### src/rtl/cfp_pkg.sv
// ----------------------------------------------------------------------------
// cfp_pkg: shared widths, constants and types of the circumcircle unit
// Widths follow from the 32-bit signed coordinate fields.
// ----------------------------------------------------------------------------
package cfp_pkg;

  localparam int CW        = 32;   // coordinate width
  localparam int DW        = 33;   // coordinate difference
  localparam int PW        = 66;   // product of two differences
  localparam int DETW      = 67;   // determinant
  localparam int SW        = 66;   // sum of squares
  localparam int HW        = 33;   // half of a sum of squares
  localparam int PPW       = 67;   // partial product
  localparam int DENW      = 68;   // twice the determinant
  localparam int NW        = 100;  // numerator and divider remainder
  localparam int QW        = 32;   // quotient bits
  localparam int SQW       = 66;   // radicand
  localparam int RTW       = 67;   // square root working value
  localparam int RBITS     = 33;   // root bits
  localparam int DIV_CELLS = QW;
  localparam int SQ_CELLS  = RBITS;

  localparam logic [CW-1:0]  TOL_RESET = 32'd4295;
  localparam logic [CW-1:0]  POS_MAX   = 32'h7FFF_FFFF;
  localparam logic [CW-1:0]  NEG_MAX   = 32'h8000_0000;
  localparam logic [CW-1:0]  RAD_MAX   = 32'hFFFF_FFFF;
  localparam logic [SQW-1:0] ONE_INIT  = {2'b01, 64'b0};

  typedef struct packed {
    logic signed [CW-1:0] x1;
    logic signed [CW-1:0] y1;
    logic signed [CW-1:0] z1;
    logic                 found;
    logic                 neg_x;
    logic                 neg_y;
    logic                 big_x;
    logic                 big_y;
  } div_side_t;

  typedef struct packed {
    logic          found;
    logic          ovf;
    logic          rsat;
    logic [CW-1:0] cx;
    logic [CW-1:0] cy;
    logic [CW-1:0] z;
  } sqrt_side_t;

endpackage

### src/rtl/cfp_sqrt_cell.sv
// ----------------------------------------------------------------------------
// cfp_sqrt_cell: one digit-by-digit integer square root step
// Decides one root bit and passes the request on.
// ----------------------------------------------------------------------------
module cfp_sqrt_cell import cfp_pkg::*; (
  input  logic             clk,
  input  logic             rst_n,
  input  logic             in_vld,
  input  logic [SQW-1:0]   in_op,
  input  logic [RTW-1:0]   in_res,
  input  logic [SQW-1:0]   in_one,
  input  sqrt_side_t       in_side,
  output logic             out_vld,
  output logic [SQW-1:0]   out_op,
  output logic [RTW-1:0]   out_res,
  output logic [SQW-1:0]   out_one,
  output sqrt_side_t       out_side
);

  logic             vld_r;
  logic [SQW-1:0]   op_r, op_nxt;
  logic [RTW-1:0]   res_r, res_nxt;
  logic [SQW-1:0]   one_r;
  sqrt_side_t       side_r;
  logic [RTW-1:0]   trial;

  always_comb begin
    trial = in_res + RTW'(in_one);
    if (RTW'(in_op) >= trial) begin
      op_nxt  = in_op - trial[SQW-1:0];
      res_nxt = (in_res >> 1) + RTW'(in_one);
    end else begin
      op_nxt  = in_op;
      res_nxt = in_res >> 1;
    end
  end

  always_ff @(posedge clk) begin
    if (!rst_n) begin
      vld_r <= 1'b0;
    end else begin
      vld_r <= in_vld;
    end
    op_r   <= op_nxt;
    res_r  <= res_nxt;
    one_r  <= in_one >> 2;
    side_r <= in_side;
  end

  assign out_vld  = vld_r;
  assign out_op   = op_r;
  assign out_res  = res_r;
  assign out_one  = one_r;
  assign out_side = side_r;

endmodule

### config.mk
export PLATFORM = sky130hd
export DESIGN_NAME = cfp_sqrt_cell
export DESIGN_NICKNAME = d
export VERILOG_FILES = /design/src/rtl/cfp_pkg.sv /design/src/rtl/cfp_sqrt_cell.sv
export SDC_FILE = /design/constraint.sdc
export NUM_CORES = 1
export LEC_CHECK = 0
export BUFFER_PORTS_ARGS = -buffer_cell sky130_fd_sc_hd__buf_4
export CAP_MARGIN = 15
export CORE_AREA = 4 4 233 235
export CTS_CLUSTER_DIAMETER = 40
export DETAILED_ROUTE_END_ITERATION = 8
export DIE_AREA = 0 0 237 239
export SYNTH_ARGS = -nofsm -noshare
export SYNTH_HDL_FRONTEND = slang
export SYNTH_SLANG_ARGS = --single-unit
### constraint.sdc
create_clock -name clk -period 7.1 [get_ports clk]
set_input_delay 0.355 -clock clk [delete_from_list [all_inputs] [get_ports clk]]
set_output_delay 0.355 -clock clk [all_outputs]
set_load 0.02 [all_outputs]
[After elaboration in Yosys (flattened, before gate mapping)]
Cells that the tools add are included.
Cells by class
  add/sub/neg operators: 3
  $lt $le $gt $ge: 1
  muxes and demuxes: 2
Operator list (count)
  66-bit 2-to-1 mux: 2
  66-bit by 66-bit adder with 67-bit output: 1
  67-bit by 66-bit adder with 67-bit output: 1
  66-bit by 67-bit greater-or-equal comparator with 1-bit output: 1
  66-bit subtractor: 1
Storage, ports and cells
  bits in registers: 297

[Logic depth before layout (Yosys ltp)]
  depth in word-level cells: 3
  depth in mapped cells: 27
  depth with buffers taken out: 24

[Least setup slack after synthesis]
OpenSTA, ideal clock, no wires.
  kind: input to register
  start: input in_res[8]
  end: register op_r[10] (netlist: out_op[10])
  arrival time: 5.016 ns
  data required time: 6.977 ns
  path slack: 1.961 ns
  stages on the path: 23
  path buffers: 2
  cell sequence: ha_1 > a21oi_1 > nor2_1 > a211oi_1 > a2111oi_1 > o211ai_1 > a21oi_1 > a21oi_1 > o21ai_1 > or4b_2 > and3_1 > ha_1 > nand2_1 > nor2_1 > a211oi_1 > o21ai_0 > nand2_1 > o21ai_1 > a22oi_1 > a32oi_1 > buf_2 > buf_4 > mux2_1
On the way
  word-level cells in the longest chain between the ends: 3
  elaborated cells on any way between the ends: 4
  classes of those cells: add/sub: 2; order compare: 1; mux: 1
RTL lines
  from (decl): line cfp_sqrt_cell.sv:10  | input logic [RTW-1:0] in_res,
  67-bit by 66-bit adder with 67-bit output (*): line cfp_sqrt_cell.sv:28  | trial = in_res + RTW'(in_one);
  66-bit subtractor / 66-bit by 67-bit greater-or-equal comparator with 1-bit output (equally long branches): line cfp_sqrt_cell.sv:30, cfp_sqrt_cell.sv:29
  66-bit 2-to-1 mux (*): line cfp_sqrt_cell.sv:29  | if (RTW'(in_op) >= trial) begin
  named net op_nxt[10]: line cfp_sqrt_cell.sv:21  | logic [SQW-1:0] op_r, op_nxt;
  to (signal assigned): line cfp_sqrt_cell.sv:44  | op_r <= op_nxt;
  to (decl): line cfp_sqrt_cell.sv:21
Mark *: on every way through the listed nets, which the timed path passes. The rest lies on a longest branch.
A chain may end at the register's enable or synchronous reset.

[Worst setup path after layout]
  start: input in_one[2]
  end: register op_r[16] (netlist: out_op[16])
On the way
  word-level cells in the longest chain between the ends: 3
  elaborated cells on any way between the ends: 4
  classes of those cells: add/sub: 2; order compare: 1; mux: 1
RTL lines
  from (decl): line cfp_sqrt_cell.sv:11  | input logic [SQW-1:0] in_one,
  67-bit by 66-bit adder with 67-bit output (*): line cfp_sqrt_cell.sv:28
  66-bit subtractor / 66-bit by 67-bit greater-or-equal comparator with 1-bit output (equally long branches): line cfp_sqrt_cell.sv:30, cfp_sqrt_cell.sv:29
  66-bit 2-to-1 mux (*): line cfp_sqrt_cell.sv:29
  named net op_nxt[16]: line cfp_sqrt_cell.sv:21
Marked as above.

==> impl_metrics.csv <==
group,metric,value,unit
layout,seqCellArea,5950,um2
floorplan,die_area,56600,um2
grt,grt_usage,27.4,%
floorplan,core_region_area,52200,um2
layout,multi_input_area,12600,um2
clock_network,cts.sinks,297,
grt,gr-total-overflow,0,
min_path,min_path_type,"primary input to flip-flop",
synthesis,ys_warn_count,0,
detailed_routing,wl,82800,um
grt,grt_pass1_wl,122000,um
timing,finalHoldViolations,0,
power_and_ir_drop,power.total,7800,uW
floorplan,die_w,237,um
layout,fill_cells,4639,
setup_path,path_cells,"dlygate4sd3_1, buf_4, ha_1, nor2b_1, o31a_1, a21oi_2, nand3_1, nand4_1, and2_1, o21ai_0, a21oi_1, o21ai_0, xnor2_1, ha_1, nand4_1, or3_1, nor4b_1, nand2_1, nor4_1, nor2_1, a32oi_4, buf_12, buf_12, mux2_1",
synthesis,synth_ff_type,"dfxtp_1",
detailed_routing,dr.first_iter.drc_count,1243,
timing,rsz0062_at_grt,"false",
clock_network,clkSlewWorstSetupHoldPaths,0.05,ns
floorplan,die_y,239,um
synthesis,synthArstFlopShare,0,%
synthesis,synth_area,19200,um2
timing,timing.final.crit_share,93.7,%
setup_path,max_stage_delay,0.56,ns
power_and_ir_drop,irDropWorstVdd,0.191,mV
floorplan,start_util,36.8,%
grt,grt_pass1_vias,20288,
power_and_ir_drop,powerDensity,271,nW/um2
synthesis,synth_area_leader_cell,"dfxtp_1",
setup_path,worstPathRequired,7.57,ns
timing,final.min_clock_period,6.66,ns
detailed_routing,drtAntennaViolNets,0,
synthesis,syn_area_per_cell,8.76,um2
setup_path,crit_slowest_cell,"dlygate4sd3_1",
layout,layout-drive-gt1-share,24.3,%
clock_network,h-tree-depth,2,
timing,setup_violations,0,
detailed_routing,vias,20226,
timing,tns,0,ns
synthesis,ys_seq_area_share,31.0,%
grt,antenna_found_initial,4,
layout,final_cell_mix,"buf_4 (602), dfxtp_1 (297), dlygate4sd3_1 (278)",
timing,tightest_slew,0.895,ns
timing,max_slew_margin,39.7,%
synthesis,synth_top_cells_by_area,"dfxtp_1 (31%), ha_1 (13%), a21oi_1 (5.9%)",
placement,hpwl,66500,um
floorplan,core.rowCount,84,
setup_path,setup.worst_path.start,"in_one[2]",
detailed_routing,viasPerCell,5.36,
power_and_ir_drop,p_leak,0.0131,uW
clock_network,clockBufferDepth,3,
placement,port_buffers,597,
setup_path,end_kind,"flip-flop",
placement,gp_congestion,0.933,
synthesis,synthCells,2193,
setup_path,cp.arrival,7.12,ns
layout,layout_commonest_cell,"buf_4",
detailed_routing,drcViolationCount,0,
synthesis,ys_ff_latch,297,
grt,grt_max_degree,48,
clock_network,cts_root_buf,"clkbuf_16",
setup_path,cp-start-kind,"primary input",
synthesis,synth-edff-count,0,
run_status,status,"finished, final reports clean",
detailed_routing,dr.pass1.iters,5,
clock_network,numCtsBuffers,51,
synthesis,ys_types,84,
timing,max_freq,150,MHz
setup_path,crit_end,"out_op[16]",
timing,final-max-slew-violation-count,0,
layout,finalNetCount,3538,
detailed_routing,avgRoutedWirePerCell,22.0,um
synthesis,yosysTopAreaCellShare,31.0,%
layout,area_growth,50.1,%
setup_path,cp_max_fo,47,
min_path,min_delay_path_depth,2,
setup_path,path_class,"primary input to flip-flop",
clock_network,tritoncts,"built",
floorplan,ios,600,
job,drv_cap,0,
worst min-delay path by stage:
stage	from	end	slack, ns
2_1_floorplan	in_one[2]	out_one[0]	0.38
3_3_place_gp	in_side[1]	out_side[1]	0.46
3_5_place_dp	in_side[67]	out_side[67]	0.46
4_1_cts	in_res[38]	out_res[37]	0.001
5_1_grt	in_op[40]	out_op[40]	0.007
6_report	in_res[38]	out_res[37]	0.02
through the flow:
| stage | setup WS, ns | utilization (%) | hold slack [ns] | instance area [um2] | cells |
|---|---|---|---|---|---|
| after global routing | 0.0246 | 55.2 | 0.00747 | 28800 | 3770 |
| final | 0.444 | 55.2 | 0.0227 | 28800 | 3770 |
| after floorplan | 1.96 | - | 0.383 | 19200 | 2194 |
| after CTS | 0.358 | 55.1 | 0.00133 | 28800 | 3767 |
| after detailed placement | 0.308 | 46.4 | 0.461 | 24200 | 3393 |
| after global placement | 0.435 | 46.4 | 0.460 | 24200 | 3393 |
routing by layer:
metal	global-route usage [%]	up-vias	part of all wire [%]
li1	-	9767	-
met1	33.2	9564	41
met2	48.4	755	49
met3	4.97	138	6.0
met4	9.98	2	3.9
met5	0	-	0.016
logic make-up (layout without fill, tap and decap cells):
| logic type | Yosys count | count (layout) | share of synthesized area [%] |
|---|---|---|---|
| buffers and inverters | 157 | 1042 | 3.52 |
| other | 1 | 5 | 0.0195 |
| and+or+nand+nor | 551 | 551 | 14.0 |
| xor gates and xnor gates | 178 | 178 | 8.12 |
| DFF | 297 | 297 | 31.0 |
| adders and majority gates | 201 | 201 | 13.2 |
| muxes | 116 | 116 | 6.78 |
| AOI/OAI and AO/OA | 692 | 692 | 23.3 |
critical path, delay by kind of cell:
family                     cells  cell delay [ns]
and+or+nand+nor               10             2.52
AOI/OAI and AO/OA              6             1.60
buffers and inverters          4             1.25
adders and majority gates      2             0.83
muxes                          1             0.37
xor gates and xnor gates       1             0.17
registers in the layout, indices dropped and copies added (netlist names):
| signal | count |
|---|---|
| out_one | 64 |
| out_op | 66 |
| out_res | 67 |
| out_side | 99 |
| out_vld | 1 |
report_power, final:
part           internal, uW  switching, uW  total [uW]
Combinational          1370           1890        3250
Clock                  1560            980        2540
Sequential             1910           92.2        2000
Total                  4840           2960        7800
final cells by class:
type,instances,area share (%)
well taps,688,2.99
clock inverters,38,1.64
repair buffers,883,25.5
multi-input cells,1740,43.8
inverters,63,0.820
diodes,3,0.0260
clock buffers,58,4.59
flip-flops and latches,297,20.6
synthesized netlist by cell type, types with 10 or more instances:
master / number
nand2b_1: 14
ha_1: 198
xnor2_1: 105
nand2_1: 152
a31oi_1: 25
nand4_1: 56
and4_1: 10
o211ai_1: 12
xor2_1: 73
o31ai_1: 15
dfxtp_1: 297
a211oi_1: 23
buf_4: 13
a21o_1: 107
mux2_2: 13
nand3_1: 41
o21ai_0: 125
nor3_1: 35
nor4_1: 15
clkbuf_1: 55
and2_1: 12
and3_1: 17
nor2b_1: 24
a21oi_1: 226
o21a_1: 19
mux2_1: 100
nor2_1: 137
o21bai_1: 36
buf_2: 24
inv_1: 62
timing repair:
| action | in CTS | in global routing |
|---|---|---|
| buffers inserted | 0 | 0 |
| resized for setup | 0 | 2 |
| hold buffers | 278 | 0 |
| setup endpoints to repair | 0 | 98 |
| endpoints found under the hold margin | 277 | 0 |
No activity file was read; power rests on OpenSTA's default activity.
